===== src/sfas_pkg.sv =====
// Package for the small float adder/subtractor.
// Holds the command encoding; no dependencies.
package sfas_pkg;
  typedef enum logic {
    CMD_ADD = 1'b0,
    CMD_SUB = 1'b1
  } cmd_e;
endpackage


===== src/small_float_add_sub_top.sv =====
// Top level of the small float adder/subtractor: a four-stage pipeline.
// Depends on sfas_pkg for the command encoding.
//
//   channel | signals                                      | direction
//   in      | valid_i ready_o command_i operand_a/b_i      | input beat
//   out     | valid_o ready_i result_o exponent_out_of_range_o | output beat
//
// One beat enters per cycle unless stalled; stages: decode, align, add, normalize.
// Reset clears the stage valid bits only; payload registers are not reset.
// A stall holds the full stages at the output end; a bubble is filled while stalled.
module small_float_add_sub_top #(
  parameter int EXPONENT_WIDTH = 8,
  parameter int FRACTION_WIDTH = 7
) (
  input  logic                                    clk_i,
  input  logic                                    rst_ni,
  input  logic                                    valid_i,
  output logic                                    ready_o,
  input  sfas_pkg::cmd_e                          command_i,
  input  logic [EXPONENT_WIDTH+FRACTION_WIDTH:0]  operand_a_i,
  input  logic [EXPONENT_WIDTH+FRACTION_WIDTH:0]  operand_b_i,
  output logic                                    valid_o,
  input  logic                                    ready_i,
  output logic [EXPONENT_WIDTH+FRACTION_WIDTH:0]  result_o,
  output logic                                    exponent_out_of_range_o
);
  import sfas_pkg::*;

  localparam int EW = EXPONENT_WIDTH;
  localparam int FW = FRACTION_WIDTH;
  localparam int W  = EW + FW + 1;
  localparam int SP = EW + FW;
  localparam int MW = FW + 3;            // signed significand plus carry
  localparam int XW = EW + 2;            // signed exponent with headroom
  localparam int LW = $clog2(MW + 1);

  logic [3:0] vld_q;
  logic [3:0] adv;

  assign adv[3] = ~vld_q[3] | ready_i;
  assign adv[2] = ~vld_q[2] | adv[3];
  assign adv[1] = ~vld_q[1] | adv[2];
  assign adv[0] = ~vld_q[0] | adv[1];
  assign ready_o = adv[0];

  always_ff @(posedge clk_i or negedge rst_ni) begin
    if (!rst_ni) begin
      vld_q <= '0;
    end else begin
      if (adv[0]) vld_q[0] <= valid_i;
      if (adv[1]) vld_q[1] <= vld_q[0];
      if (adv[2]) vld_q[2] <= vld_q[1];
      if (adv[3]) vld_q[3] <= vld_q[2];
    end
  end

  // Stage 0: flip, special cases, signed significands.
  logic [W-1:0]  b_flip;
  logic          spec_d, spec_q;
  logic [W-1:0]  spec_res_d, spec_res_q;
  logic signed [MW-1:0] sa0_d, sa0_q, sb0_d, sb0_q;
  logic [EW-1:0] ea_q, eb_q;

  always_comb begin
    b_flip = operand_b_i;
    if (command_i == CMD_SUB && operand_b_i != '0) b_flip[SP] = ~operand_b_i[SP];
    spec_d = 1'b1;
    spec_res_d = '0;
    if (operand_a_i == '0) spec_res_d = b_flip;
    else if (b_flip == '0) spec_res_d = operand_a_i;
    else if (operand_a_i == (b_flip ^ (W'(1) << SP))) spec_res_d = '0;
    else spec_d = 1'b0;
    sa0_d = MW'({1'b1, operand_a_i[FW-1:0]});
    sb0_d = MW'({1'b1, b_flip[FW-1:0]});
    if (operand_a_i[SP]) sa0_d = -sa0_d;
    if (b_flip[SP]) sb0_d = -sb0_d;
  end

  always_ff @(posedge clk_i) begin
    if (adv[0]) begin
      spec_q <= spec_d;
      spec_res_q <= spec_res_d;
      sa0_q <= sa0_d;
      sb0_q <= sb0_d;
      ea_q <= operand_a_i[SP-1:FW];
      eb_q <= b_flip[SP-1:FW];
    end
  end

  // Stage 1: align the smaller operand.
  logic signed [MW-1:0] sa1_d, sa1_q, sb1_d, sb1_q;
  logic [EW-1:0] ez1_d, ez1_q, align_sh;
  logic spec1_q;
  logic [W-1:0] spec_res1_q;

  always_comb begin
    sa1_d = sa0_q;
    sb1_d = sb0_q;
    ez1_d = ea_q;
    if (ea_q > eb_q) begin
      align_sh = ea_q - eb_q;
      sb1_d = sb0_q >>> align_sh;
    end else begin
      align_sh = eb_q - ea_q;
      ez1_d = eb_q;
      sa1_d = sa0_q >>> align_sh;
    end
  end

  always_ff @(posedge clk_i) begin
    if (adv[1]) begin
      sa1_q <= sa1_d;
      sb1_q <= sb1_d;
      ez1_q <= ez1_d;
      spec1_q <= spec_q;
      spec_res1_q <= spec_res_q;
    end
  end

  // Stage 2: add and take sign and magnitude.
  logic signed [MW-1:0] z;
  logic [MW-1:0] mag_d, mag_q;
  logic neg_q;
  logic [EW-1:0] ez2_q;
  logic spec2_q;
  logic [W-1:0] spec_res2_q;

  always_comb begin
    z = sa1_q + sb1_q;
    mag_d = z[MW-1] ? MW'(-z) : MW'(z);
  end

  always_ff @(posedge clk_i) begin
    if (adv[2]) begin
      mag_q <= mag_d;
      neg_q <= z[MW-1];
      ez2_q <= ez1_q;
      spec2_q <= spec1_q;
      spec_res2_q <= spec_res1_q;
    end
  end

  // Stage 3: normalize and pack.
  logic [LW-1:0] lead;
  logic found;
  logic [MW-1:0] norm;
  logic signed [XW-1:0] ez3;
  logic [W-1:0] res_d, res_q;
  logic flag_d, flag_q;

  always_comb begin
    lead = '0;
    found = 1'b0;
    for (int i = 0; i < MW; i++) begin
      if (mag_q[i]) begin
        lead = LW'(i);
        found = 1'b1;
      end
    end
    norm = mag_q;
    ez3 = XW'({2'b00, ez2_q});
    if (found && lead > LW'(FW)) begin
      norm = mag_q >> (lead - LW'(FW));
      ez3 = ez3 + XW'(lead) - XW'(FW);
    end else if (found && lead < LW'(FW)) begin
      norm = mag_q << (LW'(FW) - lead);
      ez3 = ez3 - XW'(FW) + XW'(lead);
    end
    flag_d = 1'b0;
    if (spec2_q) begin
      res_d = spec_res2_q;
    end else begin
      flag_d = ez3[XW-1] | ez3[XW-2];
      res_d = {neg_q & found, ez3[EW-1:0], norm[FW-1:0]};
    end
  end

  always_ff @(posedge clk_i) begin
    if (adv[3]) begin
      res_q <= res_d;
      flag_q <= flag_d;
    end
  end

  assign valid_o = vld_q[3];
  assign result_o = res_q;
  assign exponent_out_of_range_o = flag_q;

  a_hold: assert property (@(posedge clk_i) disable iff (!rst_ni)
    valid_o && !ready_i |=> valid_o && $stable(result_o))
    else $error("output beat changed while stalled");
  a_ready: assert property (@(posedge clk_i) disable iff (!rst_ni)
    !valid_o |-> ready_o)
    else $error("input blocked with empty output");
  a_spec_flag: assert property (@(posedge clk_i) disable iff (!rst_ni)
    adv[3] && vld_q[2] && spec2_q |=> !exponent_out_of_range_o)
    else $error("flag raised on special case");
endmodule

===== config.mk =====
export PLATFORM = sky130hd
export DESIGN_NAME = small_float_add_sub_top
export DESIGN_NICKNAME = d
export VERILOG_FILES = /design/src/sfas_pkg.sv /design/src/small_float_add_sub_top.sv
export SDC_FILE = /design/constraint.sdc
export NUM_CORES = 1
export LEC_CHECK = 0
export ABC_AREA = 1
export BUFFER_PORTS_ARGS = -buffer_cell sky130_fd_sc_hd__buf_2
export CAP_MARGIN = 15
export CORE_MARGIN = 2
export CORE_UTILIZATION = 62
export CTS_CLUSTER_SIZE = 10
export DETAILED_ROUTE_END_ITERATION = 12
export GPL_ROUTABILITY_DRIVEN = 0
export PLACE_DENSITY = 0.81
export SLEW_MARGIN = 20
export SYNTH_ARGS = -nofsm -noshare
export SYNTH_HDL_FRONTEND = slang
export SYNTH_SLANG_ARGS = --single-unit

===== constraint.sdc =====
create_clock -name clk_i -period 4.02 [get_ports clk_i]
set_input_delay 0.201 -clock clk_i [delete_from_list [all_inputs] [get_ports clk_i]]
set_output_delay 0.201 -clock clk_i [all_outputs]
set_load 0.01 [all_outputs]

==> out/qor.json <==
{
  "critPathMaxFanout": 14,
  "most-common-layout-cells": "sky130_fd_sc_hd__nand2_1, sky130_fd_sc_hd__inv_1, sky130_fd_sc_hd__edfxtp_1, sky130_fd_sc_hd__nand3_1, sky130_fd_sc_hd__nor2_1",
  "critical_path_arrival_ps": 3800,
  "placement_rows": 45,
  "period_needed_ps": 3490,
  "critical_path_source_type": "flop",
  "synth.top_cell.area_share": 0.469,
  "irDropWorstVdd_uv": 400,
  "cp_top_family": "simple AND/OR/NAND/NOR gates",
  "route.detailed.drc": 0,
  "leakage_nw": 4.92,
  "die_height_um": 128,
  "worst_r2r_startpoint": "mag_q[2]",
  "crit_start": "mag_q[2]",
  "clock_sink_count": 153,
  "postSynthRegisterBits": 153,
  "drtPass1Iterations": 6,
  "clock_slew_at_reported_path_ffs_ps": 70,
  "floorplan.die_area_mm2": 0.0164,
  "grt_max_degree": 46,
  "crit_path_end": "exponent_out_of_range_o",
  "yosysWarningCount": 0,
  "fin_tns_setup_ps": 0,
  "number_of_buffers_added_on_ports": 55,
  "crit_type": "flop to flop",
  "detailed_place_hpwl_mm": 15.6,
  "crit_chain": "inv_1 > a21oi_1 > o21ai_0 > nand2_1 > nand3_1 > nand2_1 > inv_1 > ha_1 > inv_1 > fa_1 > nor2_1 > a211oi_1 > nor2_1 > nand2_1 > nor2_1 > inv_1 > o21ai_0 > nand3_1 > a21oi_1 > o21a_1",
  "initial_antenna_violation_count": 0,
  "final_common_cell": "sky130_fd_sc_hd__nand2_1",
  "rsz0062_at_grt": "no",
  "via_per_inst": 5.70,
  "yosys-top-cells-area": "sky130_fd_sc_hd__edfxtp_1, sky130_fd_sc_hd__nand2_1, sky130_fd_sc_hd__ha_1",
  "cellPowerDensity_mw_per_mm2": 679,
  "clk_latency_ps": 440,
  "fin_crit_sh": 0.869,
  "timing.fmax_mhz": 286,
  "post_route_cells_drive_above_1_share": 0.125,
  "first_global_vias": 7409,
  "max_cap_viol_count": 0,
  "timing.critical_path.mode_cell": "sky130_fd_sc_hd__inv_1",
  "post-route-util": 0.707,
  "cp.buffers_inverters": 4,
  "groute.usage.overall": 0.277,
  "ioPinCount": 56,
  "first_pass_grt_wire_length_mm": 35.2,
  "finalHoldViolations": 0,
  "synthesis.instances": 1070,
  "critical_path.slowest_cell": "sky130_fd_sc_hd__edfxtp_1",
  "overall_die_width_um": 128,
  "cts_inserted_buffers": 17,
  "tritoncts": "built",
  "overflow": 0,
  "skew_ps": 13.4,
  "drt_wirelength_mm": 21.4,
  "max_slew_margin": 0.509,
  "n_fill_cell": 1095,
  "core_region_area_mm2": 0.0151,
  "setup.reg_to_reg.worst_slack_ps": 530,
  "cts-root-to-sink-buffers": 2,
  "finalNetCount": 1235,
  "htreeDepth": 4,
  "synthesis_to_finish_area_growth_pct": 12.3,
  "initial_utilization": 0.630,
  "post_synthesis_average_cell_area_um2": 8.92,
  "routed-via-count": 7671,
  "yosys.area.top_type": "sky130_fd_sc_hd__edfxtp_1",
  "setup_viol": 0,
  "reg2reg_to": "exponent_out_of_range_o",
  "outcome": "finished clean",
  "synthDistinctLibCells": 47,
  "mappedNetlistNets": 1161,
  "cp.depth": 20,
  "seq_area_frac_synth": 0.479,
  "worst_case_reg_to_reg_path_depth": 20,
  "worst_hold_path_type": "primary input to flop",
  "number_of_nets_still_failing_antenna_checks_after_routing": 0,
  "worstSetupEndpointType": "flop",
  "report.final.slew_viol_count": 0,
  "n_antenna_cell": 0,
  "max_stage_delay_ps": 430,
  "root_buffer": "sky130_fd_sc_hd__clkbuf_16",
  "mappedNetlistArea_mm2": 0.00954,
  "first_iter_violations": 954,
  "cts.repair.resized": 0,
  "tightest_slew_ps": 736,
  "worstPathRequired_ps": 4330,
  "wl_per_cell_um": 15.9
}
==> synth_stat cells, drive strengths merged <==
cell and count:
nand2 256, inv 157, edfxtp 149, nand3 115, nor2 72, a21oi 51, ha 49, o21ai 44
xor2 39, nand4 18, o22ai 18, buf 15, xnor2 14, nor3 11, clkbuf 9, or2 9
a31oi 7, nor4 6, fa 5, dfrtp 4, nand3b 4, o211ai 3, o21bai 3, a21o 2
o21a 2, o221ai 2, a211oi 1, a31o 1, clkinv 1, o2111ai 1, o311ai 1, o32ai 1
==> cell type report <==
type	count	area [um2]	share of cell area
Timing Repair Buffer	79	500	0.0467
Multi-Input combinational cell	735	4230	0.395
Inverter	158	593	0.0553
Sequential cell	153	4570	0.427
Clock inverter	14	149	0.0139
Clock buffer	18	429	0.0401
Tap cell	188	235	0.0220
==> metal layers <==
metal | GRT usage | wire length, um | up-vias
li1 | - | - | 3762
met1 | 0.345 | 8770 | 3441
met2 | 0.471 | 10400 | 398
met3 | 0.0442 | 1440 | 70
met4 | 0.140 | 859 | 0
met5 | 0 | 0 | -
==> kinds of logic (layout without fill, tap and decap cells) <==
logic type | after synthesis | after routing | share of synthesized area
AND/OR/NAND/NOR | 491 | 491 | 0.238
buffers and inverters | 182 | 269 | 0.0772
flip-flops | 153 | 153 | 0.479
AO/OA/AOI/OAI | 137 | 137 | 0.0823
adder cells (fa/ha/maj) | 54 | 54 | 0.0747
XOR/XNOR | 53 | 53 | 0.0486
==> sequential cells by signal, indices dropped and copies added (netlist names) <==
register,flops
neg_q,1
ez2_q,8
spec_res2_q,16
sa1_q,10
ea_q,8
spec1_q,1
result_o,16
spec2_q,1
mag_q,10
eb_q,8
spec_res_q,16
ez1_q,8
vld_q,4
sb1_q,10
sa0_q,9
sb0_q,9
spec_q,1
exponent_out_of_range_o,1
spec_res1_q,16
==> worst min-delay path by stage <==
| stage | slack [ps] | cells after the start | from | to |
|---|---|---|---|---|
| 2_1_floorplan | -90 | 0 | rst_ni | vld_q[0] |
| 3_5_place_dp | 10 | 1 | rst_ni | vld_q[0] |
| 5_1_grt | 10 | 1 | operand_a_i[10] | ea_q[3] |
| 4_1_cts | 5 | 1 | operand_a_i[10] | ea_q[3] |
| 6_report | 20 | 1 | operand_a_i[10] | ea_q[3] |
| 3_3_place_gp | 9 | 1 | rst_ni | vld_q[0] |
==> power by group <==
part	internal, mW	switching, mW	leakage, nW
logic	1.12	2.12	3.03
registers	2.27	0.187	1.61
clock network	0.878	0.702	0.279
total	4.26	3.01	4.92
==> through the flow <==
stage                     worst slack [ps]  cell area [um2]  total power [mW]  hold slack [ps]  cells
after global routing                   208            10700              7.76             14.7   1345
after global placement                 851             9960              5.50             9.16   1295
after floorplan                        545             9540              4.85            -94.6   1070
after CTS                              627            10700              7.22             4.53   1345
after detailed placement               685             9960              5.59             11.6   1295
final                                  527            10700              7.27             18.7   1345
==> what timing repair did <==
item	in CTS	in global routing
endpoints found under the hold margin	21	0
setup buffers	0	0
hold buffers	18	0
(Power assumes the default switching activity.)
